[config.mk]
export PLATFORM = sky130hd
export DESIGN_NAME = critical_path_key_vertices_top_flat
export DESIGN_NICKNAME = d
export VERILOG_FILES = /design/src/design/cpkv_pkg.sv /design/src/design/cpkv_edge_if.sv /design/src/design/cpkv_key_if.sv /design/src/design/cpkv_wmem.sv /design/src/design/critical_path_key_vertices_top.sv /design/src/flat_wrapper.sv
export SDC_FILE = /design/constraint.sdc
export NUM_CORES = 2
export LEC_CHECK = 0
export CAP_MARGIN = 40
export CORE_ASPECT_RATIO = 1.2
export CORE_UTILIZATION = 40
export CTS_BUF_LIST = sky130_fd_sc_hd__clkbuf_4 sky130_fd_sc_hd__clkbuf_8
export CTS_CLUSTER_DIAMETER = 200
export CTS_CLUSTER_SIZE = 28
export DETAILED_ROUTE_END_ITERATION = 12
export DONT_BUFFER_PORTS = 1
export GPL_ROUTABILITY_DRIVEN = 1
export PLACE_DENSITY_LB_ADDON = 0.3
export SLEW_MARGIN = 25
export SYNTH_ARGS = -nofsm -noshare
export SYNTH_HDL_FRONTEND = slang
export SYNTH_SLANG_ARGS = --single-unit
[constraint.sdc]
create_clock -name clk -period 10.85 [get_ports clk]
set_input_delay 1.6275 -clock clk [delete_from_list [all_inputs] [get_ports clk]]
set_output_delay 1.6275 -clock clk [all_outputs]
set_load 0.05 [all_outputs]
[src/design/cpkv_pkg.sv]
// Shared constants and types for the critical path key vertex block.
package cpkv_pkg;

    localparam int VERTICES = 16;
    localparam int VIDX_W   = $clog2(VERTICES);
    localparam int CNT_W    = $clog2(VERTICES + 1);
    localparam int ADDR_W   = $clog2(VERTICES * VERTICES);
    localparam int WEIGHT_W = 8;
    localparam int TIME_W   = 16;
    localparam int LAT_W    = TIME_W + 1;
    localparam int FIELD_VW = 4;
    localparam int KEY_LIM  = (VERTICES < 16) ? VERTICES : 16;

    // Request bundle from the sequencer to the weight matrix.
    typedef struct packed {
        logic                wr_en;
        logic [ADDR_W-1:0]   wr_addr;
        logic [WEIGHT_W-1:0] wr_data;
        logic [ADDR_W-1:0]   rd_addr;
        logic                clr;
    } wmem_req_t;

endpackage

[src/design/cpkv_edge_if.sv]
// Edge item channel: valid/ready handshake plus the edge payload.
interface cpkv_edge_if import cpkv_pkg::*; ();
    logic                valid;
    logic                ready;
    logic [FIELD_VW-1:0] src_vertex;
    logic [FIELD_VW-1:0] dst_vertex;
    logic [WEIGHT_W-1:0] edge_weight;
    logic                last_edge;

    modport source (
        output valid, src_vertex, dst_vertex, edge_weight, last_edge,
        input  ready
    );
    modport sink (
        input  valid, src_vertex, dst_vertex, edge_weight, last_edge,
        output ready
    );
endinterface

[src/design/cpkv_key_if.sv]
// Result item channel: valid/ready handshake plus one key vertex report.
interface cpkv_key_if import cpkv_pkg::*; ();
    logic                valid;
    logic                ready;
    logic [FIELD_VW-1:0] key_vertex;
    logic [TIME_W-1:0]   path_length;
    logic                found;
    logic                last_result;

    modport source (
        output valid, key_vertex, path_length, found, last_result,
        input  ready
    );
    modport sink (
        input  valid, key_vertex, path_length, found, last_result,
        output ready
    );
endinterface

[src/design/cpkv_wmem.sv]
// Weight matrix: one write and one registered read per cycle, per-entry valid bits.
module cpkv_wmem import cpkv_pkg::*; (
    input  logic                clk,
    input  logic                rst_n,
    input  wmem_req_t           req,
    output logic [WEIGHT_W-1:0] rd_weight
);

    logic [WEIGHT_W-1:0]            weight_mem [VERTICES*VERTICES];
    logic [VERTICES*VERTICES-1:0]   vld_reg;
    logic [WEIGHT_W-1:0]            rd_data_reg;
    logic                           rd_vld_reg;

    always_ff @(posedge clk)
    begin
        if (req.wr_en)
        begin
            weight_mem[req.wr_addr] <= req.wr_data;
        end
        rd_data_reg <= weight_mem[req.rd_addr];
    end

    // An entry never written since the last clear reads as no edge.
    always_ff @(posedge clk or negedge rst_n)
    begin
        if (!rst_n)
        begin
            vld_reg    <= '0;
            rd_vld_reg <= 1'b0;
        end
        else
        begin
            rd_vld_reg <= vld_reg[req.rd_addr];
            if (req.clr)
            begin
                vld_reg <= '0;
            end
            else if (req.wr_en)
            begin
                vld_reg[req.wr_addr] <= 1'b1;
            end
        end
    end

    assign rd_weight = rd_vld_reg ? rd_data_reg : '0;

endmodule

[src/design/critical_path_key_vertices_top.sv]
// Critical path key vertex finder: edges load one per cycle while idle; the item
// marked last_edge starts a run that counts in-degrees, walks the matrix in
// topological order for earliest times, walks it backward for latest times and
// reports each vertex whose two times agree, lowest index first (or one not-found
// report if none), with the sink's earliest time as path length. Every matrix
// access goes through the single registered read port of the weight matrix, with
// an address state before each use state; the in-degree count visits every
// matrix entry, the forward and backward walks read one row or column per
// ordered vertex, the key scan visits each vertex and results then leave one at
// a time as the output frees. No edge is taken while a run is in progress. The
// matrix is emptied at the end of the run and starts empty after reset, with no
// clearing pass. A finished result waits in the output register while the next job's edges are loaded.
module critical_path_key_vertices_top import cpkv_pkg::*; (
    input  logic        clk,
    input  logic        rst_n,
    cpkv_edge_if.sink   edges,
    cpkv_key_if.source  keys,
    input  logic        psel,
    input  logic        penable,
    input  logic        pwrite,
    input  logic [2:0]  paddr,
    input  logic [31:0] pwdata,
    output logic [31:0] prdata,
    output logic        pready
);

    localparam logic [3:0] ST_IDLE     = 4'd0;
    localparam logic [3:0] ST_CNT_RD   = 4'd1;
    localparam logic [3:0] ST_CNT_OP   = 4'd2;
    localparam logic [3:0] ST_FWD_ROW  = 4'd3;
    localparam logic [3:0] ST_FWD_RD   = 4'd4;
    localparam logic [3:0] ST_FWD_OP   = 4'd5;
    localparam logic [3:0] ST_BWD_INIT = 4'd6;
    localparam logic [3:0] ST_BWD_ROW  = 4'd7;
    localparam logic [3:0] ST_BWD_RD   = 4'd8;
    localparam logic [3:0] ST_BWD_OP   = 4'd9;
    localparam logic [3:0] ST_KEY_SCAN = 4'd10;
    localparam logic [3:0] ST_EMIT     = 4'd11;

    localparam logic REG_SINK = 1'b0;

    logic [3:0]                 state_reg, state_next;
    logic [FIELD_VW-1:0]        sink_cfg_reg;
    logic [VIDX_W-1:0]          run_sink_reg, run_sink_next;
    logic [VIDX_W-1:0]          i_reg, i_next;
    logic [VIDX_W-1:0]          j_reg, j_next;
    logic [VIDX_W-1:0]          piv_reg, piv_next;
    logic [CNT_W-1:0]           cnt_reg, cnt_next;
    logic [CNT_W-1:0]           oc_reg, oc_next;
    logic [CNT_W-1:0]           head_reg, head_next;
    logic [TIME_W-1:0]          stime_reg, stime_next;
    logic signed [LAT_W-1:0]    lv_reg, lv_next;
    logic [TIME_W-1:0]          len_reg, len_next;
    logic [KEY_LIM-1:0]         mask_reg, mask_next;

    logic [TIME_W-1:0]          earliest_reg [VERTICES];
    logic [TIME_W-1:0]          earliest_next [VERTICES];
    logic signed [LAT_W-1:0]    latest_reg [VERTICES];
    logic signed [LAT_W-1:0]    latest_next [VERTICES];
    logic [VIDX_W-1:0]          topo_reg [VERTICES];
    logic [VIDX_W-1:0]          topo_next [VERTICES];
    logic [CNT_W-1:0]           pend_reg [VERTICES];
    logic [CNT_W-1:0]           pend_next [VERTICES];

    logic                       out_valid_reg, out_valid_next;
    logic [FIELD_VW-1:0]        out_key_reg, out_key_next;
    logic [TIME_W-1:0]          out_len_reg, out_len_next;
    logic                       out_found_reg, out_found_next;
    logic                       out_last_reg, out_last_next;

    wmem_req_t                  mem_req;
    logic [WEIGHT_W-1:0]        rd_weight;

    logic [VIDX_W-1:0]          t_rd_idx, e_rd_idx, l_rd_idx;
    logic [VIDX_W-1:0]          topo_rd;
    logic [TIME_W-1:0]          e_rd;
    logic signed [LAT_W-1:0]    l_rd;
    logic [CNT_W-1:0]           p_rd;
    logic [VIDX_W-1:0]          rd_row, rd_col;
    logic                       in_acc;
    logic                       cfg_wr;

    cpkv_wmem u_wmem (
        .clk       (clk),
        .rst_n     (rst_n),
        .req       (mem_req),
        .rd_weight (rd_weight)
    );

    assign in_acc = edges.valid && edges.ready;
    assign edges.ready = (state_reg == ST_IDLE);

    // Configuration port
    assign pready = 1'b1;
    assign cfg_wr = psel && penable && pwrite;
    assign prdata = (paddr[2] == REG_SINK) ? {28'd0, sink_cfg_reg} : 32'd0;

    always_ff @(posedge clk or negedge rst_n)
    begin
        if (!rst_n)
        begin
            sink_cfg_reg <= FIELD_VW'(15);
        end
        else if (cfg_wr && (paddr[2] == REG_SINK))
        begin
            sink_cfg_reg <= pwdata[FIELD_VW-1:0];
        end
    end

    // Single read index per small array
    always_comb
    begin
        t_rd_idx = (state_reg == ST_BWD_ROW) ? VIDX_W'(head_reg - CNT_W'(1))
                                             : VIDX_W'(head_reg);
        topo_rd = topo_reg[t_rd_idx];
        case (state_reg)
            ST_FWD_ROW:  e_rd_idx = topo_rd;
            ST_BWD_INIT: e_rd_idx = run_sink_reg;
            ST_KEY_SCAN: e_rd_idx = i_reg;
            default:     e_rd_idx = j_reg;
        endcase
        l_rd_idx = (state_reg == ST_BWD_ROW) ? topo_rd : i_reg;
        e_rd = earliest_reg[e_rd_idx];
        l_rd = latest_reg[l_rd_idx];
        p_rd = pend_reg[j_reg];
        rd_row = (state_reg == ST_FWD_RD) ? piv_reg : i_reg;
        rd_col = (state_reg == ST_BWD_RD) ? piv_reg : j_reg;
    end

    always_comb
    begin
        logic                    out_free;
        logic [CNT_W-1:0]        cnt_sum;
        logic [CNT_W-1:0]        pend_dec;
        logic [TIME_W:0]         t_sum;
        logic [TIME_W-1:0]       t_sat;
        logic signed [LAT_W-1:0] cand;
        logic [KEY_LIM-1:0]      mask_rest;
        logic [FIELD_VW-1:0]     low_idx;

        state_next    = state_reg;
        run_sink_next = run_sink_reg;
        i_next        = i_reg;
        j_next        = j_reg;
        piv_next      = piv_reg;
        cnt_next      = cnt_reg;
        oc_next       = oc_reg;
        head_next     = head_reg;
        stime_next    = stime_reg;
        lv_next       = lv_reg;
        len_next      = len_reg;
        mask_next     = mask_reg;
        earliest_next = earliest_reg;
        latest_next   = latest_reg;
        topo_next     = topo_reg;
        pend_next     = pend_reg;

        out_valid_next = out_valid_reg;
        out_key_next   = out_key_reg;
        out_len_next   = out_len_reg;
        out_found_next = out_found_reg;
        out_last_next  = out_last_reg;

        mem_req         = '0;
        mem_req.wr_addr = ADDR_W'(edges.src_vertex) * ADDR_W'(VERTICES)
                        + ADDR_W'(edges.dst_vertex);
        mem_req.wr_data = edges.edge_weight;
        mem_req.rd_addr = ADDR_W'(rd_row) * ADDR_W'(VERTICES) + ADDR_W'(rd_col);

        out_free = !out_valid_reg || keys.ready;
        if (out_valid_reg && keys.ready)
        begin
            out_valid_next = 1'b0;
        end

        cnt_sum  = cnt_reg + CNT_W'(rd_weight != '0);
        pend_dec = p_rd - CNT_W'(1);
        t_sum    = {1'b0, stime_reg} + (TIME_W+1)'(rd_weight);
        t_sat    = t_sum[TIME_W] ? '1 : t_sum[TIME_W-1:0];
        cand     = lv_reg - $signed({{(LAT_W-WEIGHT_W){1'b0}}, rd_weight});
        mask_rest = mask_reg & (mask_reg - KEY_LIM'(1));
        low_idx  = '0;
        for (int k = KEY_LIM - 1; k >= 0; k--)
        begin
            if (mask_reg[k])
            begin
                low_idx = FIELD_VW'(k);
            end
        end

        case (state_reg)
            ST_IDLE:
            begin
                if (in_acc)
                begin
                    mem_req.wr_en = (int'(edges.src_vertex) < VERTICES)
                                 && (int'(edges.dst_vertex) < VERTICES);
                    if (edges.last_edge)
                    begin
                        run_sink_next = (int'(sink_cfg_reg) < VERTICES)
                                      ? VIDX_W'(sink_cfg_reg) : VIDX_W'(VERTICES - 1);
                        i_next     = '0;
                        j_next     = '0;
                        cnt_next   = '0;
                        oc_next    = '0;
                        state_next = ST_CNT_RD;
                    end
                end
            end
            ST_CNT_RD:
            begin
                state_next = ST_CNT_OP;
            end
            ST_CNT_OP:
            begin
                // i walks the tails, j the head whose in-degree is counted
                if (i_reg == VIDX_W'(VERTICES - 1))
                begin
                    pend_next[j_reg]     = cnt_sum;
                    earliest_next[j_reg] = '0;
                    if (cnt_sum == '0)
                    begin
                        topo_next[VIDX_W'(oc_reg)] = j_reg;
                        oc_next = oc_reg + CNT_W'(1);
                    end
                    cnt_next = '0;
                    i_next   = '0;
                    if (j_reg == VIDX_W'(VERTICES - 1))
                    begin
                        head_next  = '0;
                        state_next = ST_FWD_ROW;
                    end
                    else
                    begin
                        j_next     = j_reg + VIDX_W'(1);
                        state_next = ST_CNT_RD;
                    end
                end
                else
                begin
                    cnt_next   = cnt_sum;
                    i_next     = i_reg + VIDX_W'(1);
                    state_next = ST_CNT_RD;
                end
            end
            ST_FWD_ROW:
            begin
                if (head_reg < oc_reg)
                begin
                    piv_next   = topo_rd;
                    stime_next = e_rd;
                    head_next  = head_reg + CNT_W'(1);
                    j_next     = '0;
                    state_next = ST_FWD_RD;
                end
                else
                begin
                    state_next = ST_BWD_INIT;
                end
            end
            ST_FWD_RD:
            begin
                state_next = ST_FWD_OP;
            end
            ST_FWD_OP:
            begin
                if (rd_weight != '0)
                begin
                    if (p_rd != '0)
                    begin
                        pend_next[j_reg] = pend_dec;
                        if ((pend_dec == '0) && (int'(oc_reg) < VERTICES))
                        begin
                            topo_next[VIDX_W'(oc_reg)] = j_reg;
                            oc_next = oc_reg + CNT_W'(1);
                        end
                    end
                    if (t_sat > e_rd)
                    begin
                        earliest_next[j_reg] = t_sat;
                        // a self loop raises the pivot's own time mid-row
                        if (j_reg == piv_reg)
                        begin
                            stime_next = t_sat;
                        end
                    end
                end
                if (j_reg == VIDX_W'(VERTICES - 1))
                begin
                    j_next     = '0;
                    state_next = ST_FWD_ROW;
                end
                else
                begin
                    j_next     = j_reg + VIDX_W'(1);
                    state_next = ST_FWD_RD;
                end
            end
            ST_BWD_INIT:
            begin
                for (int x = 0; x < VERTICES; x++)
                begin
                    latest_next[x] = $signed({1'b0, e_rd});
                end
                len_next   = e_rd;
                head_next  = oc_reg;
                state_next = ST_BWD_ROW;
            end
            ST_BWD_ROW:
            begin
                i_next = '0;
                if (head_reg != '0)
                begin
                    piv_next   = topo_rd;
                    lv_next    = l_rd;
                    head_next  = head_reg - CNT_W'(1);
                    state_next = ST_BWD_RD;
                end
                else
                begin
                    mask_next  = '0;
                    state_next = ST_KEY_SCAN;
                end
            end
            ST_BWD_RD:
            begin
                state_next = ST_BWD_OP;
            end
            ST_BWD_OP:
            begin
                if ((rd_weight != '0) && (cand < l_rd))
                begin
                    latest_next[i_reg] = cand;
                    if (i_reg == piv_reg)
                    begin
                        lv_next = cand;
                    end
                end
                if (i_reg == VIDX_W'(VERTICES - 1))
                begin
                    i_next     = '0;
                    state_next = ST_BWD_ROW;
                end
                else
                begin
                    i_next     = i_reg + VIDX_W'(1);
                    state_next = ST_BWD_RD;
                end
            end
            ST_KEY_SCAN:
            begin
                mask_next[i_reg] = (l_rd == $signed({1'b0, e_rd}));
                if (i_reg == VIDX_W'(KEY_LIM - 1))
                begin
                    i_next     = '0;
                    state_next = ST_EMIT;
                end
                else
                begin
                    i_next = i_reg + VIDX_W'(1);
                end
            end
            ST_EMIT:
            begin
                if (out_free)
                begin
                    out_valid_next = 1'b1;
                    out_len_next   = len_reg;
                    if (mask_reg == '0)
                    begin
                        // no key vertex at all
                        out_key_next   = '0;
                        out_found_next = 1'b0;
                        out_last_next  = 1'b1;
                        mem_req.clr    = 1'b1;
                        state_next     = ST_IDLE;
                    end
                    else
                    begin
                        out_key_next   = low_idx;
                        out_found_next = 1'b1;
                        out_last_next  = (mask_rest == '0);
                        mask_next      = mask_rest;
                        if (mask_rest == '0)
                        begin
                            mem_req.clr = 1'b1;
                            state_next  = ST_IDLE;
                        end
                    end
                end
            end
            default:
            begin
                state_next = ST_IDLE;
            end
        endcase
    end

    always_ff @(posedge clk or negedge rst_n)
    begin
        if (!rst_n)
        begin
            state_reg     <= ST_IDLE;
            out_valid_reg <= 1'b0;
            oc_reg        <= '0;
            head_reg      <= '0;
            cnt_reg       <= '0;
            i_reg         <= '0;
            j_reg         <= '0;
            mask_reg      <= '0;
            earliest_reg  <= '{default: '0};
        end
        else
        begin
            state_reg     <= state_next;
            out_valid_reg <= out_valid_next;
            oc_reg        <= oc_next;
            head_reg      <= head_next;
            cnt_reg       <= cnt_next;
            i_reg         <= i_next;
            j_reg         <= j_next;
            mask_reg      <= mask_next;
            earliest_reg  <= earliest_next;
        end
    end

    always_ff @(posedge clk)
    begin
        run_sink_reg  <= run_sink_next;
        piv_reg       <= piv_next;
        stime_reg     <= stime_next;
        lv_reg        <= lv_next;
        len_reg       <= len_next;
        latest_reg    <= latest_next;
        topo_reg      <= topo_next;
        pend_reg      <= pend_next;
        out_key_reg   <= out_key_next;
        out_len_reg   <= out_len_next;
        out_found_reg <= out_found_next;
        out_last_reg  <= out_last_next;
    end

    assign keys.valid       = out_valid_reg;
    assign keys.key_vertex  = out_key_reg;
    assign keys.path_length = out_len_reg;
    assign keys.found       = out_found_reg;
    assign keys.last_result = out_last_reg;

endmodule

[src/flat_wrapper.sv]
// flat-port wrapper written by rule: the top's interface ports become plain ports
module critical_path_key_vertices_top_flat import cpkv_pkg::*;
  (clk, rst_n, psel, penable, pwrite, paddr, pwdata, prdata, pready, edges_valid, edges_src_vertex, edges_dst_vertex, edges_edge_weight, edges_last_edge, edges_ready, keys_valid, keys_key_vertex, keys_path_length, keys_found, keys_last_result, keys_ready);
  cpkv_edge_if edges_i ();
  cpkv_key_if keys_i ();
  input  logic clk;
  input  logic rst_n;
  input  logic psel;
  input  logic penable;
  input  logic pwrite;
  input  logic [2:0] paddr;
  input  logic [31:0] pwdata;
  output logic [31:0] prdata;
  output logic pready;
  input wire logic [$bits(edges_i.valid)-1:0] edges_valid;
  input wire logic [$bits(edges_i.src_vertex)-1:0] edges_src_vertex;
  input wire logic [$bits(edges_i.dst_vertex)-1:0] edges_dst_vertex;
  input wire logic [$bits(edges_i.edge_weight)-1:0] edges_edge_weight;
  input wire logic [$bits(edges_i.last_edge)-1:0] edges_last_edge;
  output wire logic [$bits(edges_i.ready)-1:0] edges_ready;
  output wire logic [$bits(keys_i.valid)-1:0] keys_valid;
  output wire logic [$bits(keys_i.key_vertex)-1:0] keys_key_vertex;
  output wire logic [$bits(keys_i.path_length)-1:0] keys_path_length;
  output wire logic [$bits(keys_i.found)-1:0] keys_found;
  output wire logic [$bits(keys_i.last_result)-1:0] keys_last_result;
  input wire logic [$bits(keys_i.ready)-1:0] keys_ready;
  assign edges_i.valid = edges_valid;
  assign edges_i.src_vertex = edges_src_vertex;
  assign edges_i.dst_vertex = edges_dst_vertex;
  assign edges_i.edge_weight = edges_edge_weight;
  assign edges_i.last_edge = edges_last_edge;
  assign edges_ready = edges_i.ready;
  assign keys_valid = keys_i.valid;
  assign keys_key_vertex = keys_i.key_vertex;
  assign keys_path_length = keys_i.path_length;
  assign keys_found = keys_i.found;
  assign keys_last_result = keys_i.last_result;
  assign keys_i.ready = keys_ready;
  critical_path_key_vertices_top u_core (.clk(clk), .rst_n(rst_n), .edges(edges_i), .keys(keys_i), .psel(psel), .penable(penable), .pwrite(pwrite), .paddr(paddr), .pwdata(pwdata), .prdata(prdata), .pready(pready));
endmodule
# Word level (Yosys, flattened, before mapping)
# Memory sizes are Yosys's and may differ from the RTL's. A register that Yosys moved wholly into a read port is not among the register bits.
# Index checks and enable logic that the tools add are counted.
# W data, S select, Z words.
# word_totals
register_bits	1056
output_inout_bits	57
n_memories	1
rom_bits	0
ram_bits	2048
latch_bits	0
wordCells	358
input_bits	59
# classes
bitwise_logic	11
muxes	138
shifts	0
add_sub_neg	12
reduce_logical	55
n_div	0
magnitude_cmp	18
eq_ne	36
multipliers	0
# mem_list
memory	depth	word_bits	read_ports	rd_clocked_by_memory_dff	wr	line_no	text
u_core.u_wmem.weight_mem	256	8	1	1	1	cpkv_wmem.sv:9	logic [WEIGHT_W-1:0] weight_mem [VERTICES*VERTICES];
# op_table
operator	n
$mux W256	5
$pmux W272 S2	1
$pmux W256 S2	1
$mux W64	5
$bwmux W272	1
$mux W272	1
$and A256 B256 Y256	1
$bwmux W256	1
$not A256 Y256	1
$or A256 B256 Y256	1
$mux W80	3
$mux W16	11
$bwmux W80	2
$pmux W80 S2	1
$mux W4	32
$pmux W64 S2	1
$mux W17	6
$mux W5	15
$bmux W17 S4	1
$demux W17 S4	1
$bmux W16 S4	1
$bwmux W64	1
$demux W16 S4	1
$pmux W16 S3	1
other kinds (72)	175

# Depth between registers and ports, before layout
# logic_depth
word_depth	15
ltp_mapped	42
ltp_nobuf	28

# Hierarchy
# Synthesis repeated with hierarchy kept, for this count alone.
# unflattened
cells_unflattened	8929
area_unflattened_um2	134257.5
# modules_own_cells
mod	area_per_inst_um2	n_inst	seq_area_each_um2	cells_per_inst
cpkv_wmem	90902.2	1	68090.3	4840
critical_path_key_vertices_top	43355.3	1	22476.6	4089

# Worst setup path before layout
# OpenSTA, ideal clock, no wires.
# synth_path
kind	register to register
start	reg u_core.state_reg[3]
end	reg u_core.latest_reg[102] (netlist name), enable pin
period_less_slack_ns	8.235
stages_incl_launch_ff	36
setup_time_ns	0.388
n_path_buf	12
required_ns	10.462
setup_slack_ns	2.615
t_arrival_ns	7.846
path_cell_list	dfrtp_1 > nand4b_4 > buf_6 > inv_2 > buf_2 > clkbuf_1 > clkbuf_1 > clkbuf_1 > clkbuf_1 > ha_1 > buf_2 > buf_2 > buf_1 > mux4_2 > a21oi_1 > nor4_1 > a211oi_2 > clkbuf_1 > buf_1 > mux2i_1 > a211oi_1 > a211oi_1 > ha_1 > a21o_1 > a21oi_1 > nor2b_1 > o21ai_0 > nand2b_1 > a21oi_1 > o21ai_0 > a31oi_1 > nand2_1 > mux2i_1 > a31oi_1 > buf_2 > nor2_1
# synth_between
elab_chain_len	15
word_cells_on_any_way	18
classes_between	order compare: 1; eq/ne: 4; mux: 8; bitwise: 2; reduce/logical: 3
# synth_lines
element	line_no	text
start, declared	critical_path_key_vertices_top.sv:42	logic [3:0] state_reg, state_next;
start signal, assigned	critical_path_key_vertices_top.sv:415	state_reg <= state_next;
$eq A4 B3 Y1	critical_path_key_vertices_top.sv:113, critical_path_key_vertices_top.sv:122	
$mux W4	critical_path_key_vertices_top.sv:113	t_rd_idx = (state_reg == ST_BWD_ROW) ? VIDX_W'(head_reg - CNT_W'(1))
$not A4 Y5 (implied by the code)	critical_path_key_vertices_top.sv:115	topo_rd = topo_reg[t_rd_idx];
$bmux W4 S4	critical_path_key_vertices_top.sv:115	
$mux W4 (implied by the code) (2 in series)	critical_path_key_vertices_top.sv:115	
$mux W4	critical_path_key_vertices_top.sv:122	l_rd_idx = (state_reg == ST_BWD_ROW) ? topo_rd : i_reg;
$not A4 Y5 (implied by the code)	critical_path_key_vertices_top.sv:124	l_rd = latest_reg[l_rd_idx];
$bmux W17 S4	critical_path_key_vertices_top.sv:124	
$mux W17 (implied by the code) (2 in series)	critical_path_key_vertices_top.sv:124	
$lt A17 B17 Y1	critical_path_key_vertices_top.sv:331	if ((rd_weight != '0) && (cand < l_rd))
$logic_and A1 B1 Y1	critical_path_key_vertices_top.sv:331	
$ne A2 B1 Y1 (no source line)	--	
$reduce_and A2 Y1 (no source line) (*)	--	
end signal, assigned	critical_path_key_vertices_top.sv:434	latest_reg <= latest_next;
end, declared	critical_path_key_vertices_top.sv:58	logic signed [LAT_W-1:0] latest_reg [VERTICES];
# Every way passes the cells marked *; elsewhere a longest branch is shown, timed or not. The select of a mux whose other input is x is not followed.
# A chain may end at the register's enable or synchronous reset.

# Worst setup path after layout
# layout_path
start	reg u_core.head_reg[1]
end	reg u_core.latest_reg[142] (netlist name), enable pin
# layout_between
elab_chain_len	15
# layout_lines
element	line_no	text
start, declared	critical_path_key_vertices_top.sv:50	logic [CNT_W-1:0] head_reg, head_next;
start signal, assigned	critical_path_key_vertices_top.sv:418	head_reg <= head_next;
$sub A5 B1 Y5	critical_path_key_vertices_top.sv:113	
$mux W4 (*)	critical_path_key_vertices_top.sv:113	
$not A4 Y5 (implied by the code) (*)	critical_path_key_vertices_top.sv:115	
$bmux W4 S4 (*)	critical_path_key_vertices_top.sv:115	
$mux W4 (implied by the code) (*) (2 in series)	critical_path_key_vertices_top.sv:115	
$mux W4 (*)	critical_path_key_vertices_top.sv:122	
$not A4 Y5 (implied by the code) (*)	critical_path_key_vertices_top.sv:124	
$bmux W17 S4 (*)	critical_path_key_vertices_top.sv:124	
$mux W17 (implied by the code) (*) (2 in series)	critical_path_key_vertices_top.sv:124	
$lt A17 B17 Y1 (*)	critical_path_key_vertices_top.sv:331	
$logic_and A1 B1 Y1 (*)	critical_path_key_vertices_top.sv:331	
$ne A2 B1 Y1 (no source line) (*)	--	
$reduce_and A2 Y1 (no source line) (*)	--	
# Marks and branches as above.

==> report_table.html <==
<table>
<tr><th>Metric</th><th>Value</th></tr>
<tr><th colspan="2">Run status</th></tr>
<tr><td>Result of the run</td><td>complete, no violations</td></tr>
<tr><th colspan="2">CTS</th></tr>
<tr><td>Number of CTS-inserted buffers</td><td>121</td></tr>
<tr><td>Buffer count from post-CTS setup fixing</td><td>0</td></tr>
<tr><td>Cts-stage hold buffer count</td><td>0</td></tr>
<tr><td>Clock-pin transition on the worst setup and hold timing paths</td><td>0.18 ns</td></tr>
<tr><td>Quantity of gates resized following cts</td><td>0</td></tr>
<tr><td>TritonCTS clock tree</td><td>yes</td></tr>
<tr><td>Root Driver</td><td>clkbuf_8</td></tr>
<tr><td>Later-pin clock latency in the skew report</td><td>1.07 ns</td></tr>
<tr><td>Deepest level of the CTS H-tree</td><td>3</td></tr>
<tr><td>CTS sink count</td><td>3112</td></tr>
<tr><td>Maximum clock insertion buffer count</td><td>3</td></tr>
<tr><th colspan="2">Global route</th></tr>
<tr><td>Wire length of the first global-routing pass</td><td>497000 µm</td></tr>
<tr><td>Via count of the first global-routing pass</td><td>73540</td></tr>
<tr><td>GR Overflow Total</td><td>0</td></tr>
<tr><td>Antenna violations before repair</td><td>7</td></tr>
<tr><td>Largest net degree at the start of global routing</td><td>562</td></tr>
<tr><td>Global routing usage summed across all routing layers</td><td>20.0%</td></tr>
<tr><th colspan="2">Timing</th></tr>
<tr><td>Worst-margin pin slew</td><td>1.16 ns</td></tr>
<tr><td>Relative slew slack</td><td>22.5%</td></tr>
<tr><td>Final setup violation count</td><td>0</td></tr>
<tr><td>Sum of negative setup slack</td><td>0 ns</td></tr>
<tr><td>Fin crit period</td><td>9.48 ns</td></tr>
<tr><td>Unrepaired setup endpoints after global routing</td><td>false</td></tr>
<tr><td>Worst Clk Skew</td><td>0.113 ns</td></tr>
<tr><td>Fin. max-slew vios</td><td>0</td></tr>
<tr><td>Highest clock rate</td><td>105 MHz</td></tr>
<tr><td>Number of endpoints with negative hold slack in the final report</td><td>0</td></tr>
<tr><td>Final worst path period share</td><td>87.4%</td></tr>
<tr><th colspan="2">Floorplan</th></tr>
<tr><td>Floorplan core area</td><td>327000 µm²</td></tr>
<tr><td>Floorplan die width</td><td>525 µm</td></tr>
<tr><td>Number of core rows</td><td>230</td></tr>
<tr><td>Die Area</td><td>331000 µm²</td></tr>
<tr><td>Initial Util</td><td>40.2%</td></tr>
<tr><td>Vertical extent of the die</td><td>630 µm</td></tr>
<tr><td>Number of I/O pins</td><td>116</td></tr>
<tr><th colspan="2">Final layout</th></tr>
<tr><td>Layout cells sized above 1</td><td>20.5%</td></tr>
<tr><td>Max reg flops</td><td>2048</td></tr>
<tr><td>Cell area after layout</td><td>141000 µm²</td></tr>
<tr><td>Number of nets in the layout</td><td>8252</td></tr>
<tr><td>Area growth from synthesis to layout</td><td>7.40%</td></tr>
<tr><th colspan="2">Routing</th></tr>
<tr><td>Vias per Instance</td><td>5.82</td></tr>
<tr><td>Count of nets left with antenna violations after detail routing</td><td>0</td></tr>
<tr><td>Final routed wirelength across all metal layers</td><td>337000 µm</td></tr>
<tr><td>Post-route DRC violation count</td><td>0</td></tr>
<tr><td>Avg WL per Cell</td><td>26.9 µm</td></tr>
<tr><td>Routed via count</td><td>72877</td></tr>
<tr><td>Number of violations reported at the end of detailed-routing iteration 0</td><td>7676</td></tr>
<tr><td>Number of iterations in the first detailed-routing pass</td><td>5</td></tr>
<tr><th colspan="2">Critical path</th></tr>
<tr><td>End of the worst register-to-register path</td><td>u_core.latest_reg[142]</td></tr>
<tr><td>Critical Path Slowest Stage Cell</td><td>dfrtp_1</td></tr>
<tr><td>Startpoint type of the worst setup path</td><td>register</td></tr>
<tr><td>Signal arrival time at the worst endpoint</td><td>10.21 ns</td></tr>
<tr><td>Critical Path Source</td><td>u_core.head_reg[1]</td></tr>
<tr><td>Worst reg2reg path startpoint</td><td>u_core.head_reg[1]</td></tr>
<tr><td>Termination of the worst setup path</td><td>u_core.latest_reg[142]</td></tr>
<tr><td>Sort of element at the end of the critical path</td><td>register</td></tr>
<tr><td>Worst Path Required</td><td>11.58 ns</td></tr>
<tr><td>Classification of the worst setup path</td><td>reg -&gt; reg</td></tr>
<tr><td>Register-to-register setup slack</td><td>1.37 ns</td></tr>
<tr><td>Stage delay of the slowest cell on the critical path</td><td>0.86 ns</td></tr>
<tr><td>FF-to-FF path depth</td><td>29</td></tr>
<tr><td>Highest net fanout along the worst path</td><td>21</td></tr>
<tr><th colspan="2">Yosys</th></tr>
<tr><td>Most frequently used flop master after synthesis</td><td>edfxtp_1</td></tr>
<tr><td>Sequential-to-total area share from yosys stat</td><td>68.9%</td></tr>
<tr><td>Number of synthesis warnings</td><td>0</td></tr>
<tr><td>Count of flip-flops with a built-in enable after synthesis</td><td>2543</td></tr>
<tr><td>Synth Cell Area</td><td>132000 µm²</td></tr>
<tr><td>Synth Instances</td><td>8110</td></tr>
<tr><td>Register bit count reported by yosys</td><td>3112</td></tr>
<tr><td>Share of synthesized flip-flops with an asynchronous set or reset</td><td>18.0%</td></tr>
<tr><td>Avg Synthesized Cell Area</td><td>16.2 µm²</td></tr>
<tr><td>Count of unique library cells instantiated by Yosys</td><td>86</td></tr>
<tr><th colspan="2">Power and ir drop</th></tr>
<tr><td>Max VDD drop</td><td>0.000238 V</td></tr>
<tr><td>Power density relative to cell area</td><td>211 nW/µm²</td></tr>
<tr><td>Leakage power total</td><td>49.6 nW</td></tr>
<tr><th colspan="2">Min path</th></tr>
<tr><td>Hold/Removal Path Class</td><td>reg -&gt; reg</td></tr>
<tr><th colspan="2">Placement</th></tr>
<tr><td>Half-perimeter wire length of the detailed placement result</td><td>202000 µm</td></tr>
<tr><td>Count of buffers from port buffering</td><td>0</td></tr>
<tr><td>Dpl cell area</td><td>137000 µm²</td></tr>
<tr><td>Final weighted congestion in routability-driven placement</td><td>0.864</td></tr>
<tr><th colspan="2">Run</th></tr>
<tr><td>Max Cap Viol</td><td>0</td></tr>
</table>
-- worst max-delay path: cells and delay by family (launching register included) --
kind                     cells  cell delay, ns
buffers and inverters        5            1.37
AO/OA/AOI/OAI               12            2.66
flip-flops                   1            0.86
AND/OR/NAND/NOR              7            1.97
adder cells (fa/ha/maj)      2            0.96
multiplexers                 3            1.28
-- worst min path at each step --
stage / cells after the start / slack, ns / to / startpoint
after global routing: 1 / 0.52 / u_core.u_wmem.vld_reg[172] / u_core.u_wmem.vld_reg[172]
final: 1 / 0.50 / u_core.u_wmem.vld_reg[164] / u_core.u_wmem.vld_reg[164]
after floorplan: 0 / 0.40 / u_core.keys.path_length[0] / u_core.len_reg[0]
after CTS: 0 / 0.23 / u_core.earliest_reg[131] / rst_n
after global placement: 1 / 0.47 / u_core.u_wmem.vld_reg[17] / u_core.u_wmem.vld_reg[17]
after detailed placement: 1 / 0.47 / u_core.u_wmem.vld_reg[64] / u_core.u_wmem.vld_reg[64]
-- report_power, final --
part           switching, W  total (W)  internal [W]
clock network       0.00350    0.00490       0.00141
registers          0.000343     0.0140        0.0137
logic               0.00666     0.0108       0.00416
-- layout make-up --
class / count / area (µm²)
antenna: 7 / 17.5
inverter: 63 / 236
fill: 28658 / 186000
sequential: 3112 / 90600
tap: 4292 / 5370
timing repair buffer: 448 / 3780
clock inverter: 7 / 135
multi-input combinational: 4373 / 38700
clock buffer: 216 / 2380
-- metrics by stage --
step	cells	total power (W)	hold WS [ns]	setup WS [ns]	utilization (%)
after floorplan	8137	0.0215	0.400	2.62	-
after global placement	12017	0.0249	0.467	1.10	41.7
after detailed placement	12136	0.0251	0.475	1.35	42.0
after CTS	12359	0.0299	0.230	1.24	42.8
after global routing	12515	0.0310	0.518	0.776	43.2
final	12518	0.0297	0.504	1.37	43.2
-- synth_stat cells (all sizes together), types with 72 or more instances --
cell type,count,area share [%]
o21ai,97,0.37
a311oi,77,0.51
nor2,784,2.2
nand2,536,1.5
a21oi,187,0.71
nand3,85,0.32
mux2,276,2.4
a211oi,271,1.6
mux4,664,11
and2,223,1.1
edfxtp,2543,58
clkbuf,434,1.2
a31oi,101,0.48
dfrtp,557,11
ha,72,0.68
buf,155,0.60
o21a,263,1.5
mux2i,201,1.5
-- cells by family (layout without fill, tap and decap cells) --
family | count (synthesis) | after routing | synth area share (%)
muxes | 1141 | 1141 | 15.3
and+or+nand+nor | 1822 | 1822 | 6.11
DFF | 3112 | 3112 | 68.9
buffers and inverters | 652 | 734 | 2.02
xor gates and xnor gates | 59 | 59 | 0.393
AOI/OAI and AO/OA | 1246 | 1246 | 6.62
other | 2 | 36 | 0.00571
adders and majority gates | 76 | 76 | 0.731
-- cells in the final DEF, fill, tap and decap left out, drive strengths merged, types with 20 or more instances in the layout --
| cell | count |
|---|---|
| a21oi | 187 |
| o21ai | 97 |
| edfxtp | 2543 |
| mux2i | 201 |
| nor3 | 29 |
| a21o | 36 |
| clkbuf | 251 |
| and3 | 33 |
| a22o | 20 |
| a31oi | 101 |
| nand2 | 536 |
| a211oi | 271 |
| xnor2 | 37 |
| o22ai | 67 |
| buf | 412 |
| and2 | 223 |
| nor2 | 784 |
| nand3 | 85 |
| ha | 72 |
| nor2b | 39 |
| xor2 | 22 |
| conb | 29 |
| o21a | 263 |
| mux2 | 276 |
| mux4 | 664 |
| dfrtp | 557 |
| a311oi | 77 |
| inv | 67 |
-- per-layer routing --
| layer | GRT usage (%) | wire, µm |
|---|---|---|
| met1 | 26.4 | 137000 |
| met2 | 34.5 | 171000 |
| met3 | 2.15 | 18200 |
| met4 | 6.18 | 10600 |
| met5 | 0 | 0 |
Power figures use the tool's default switching activity.
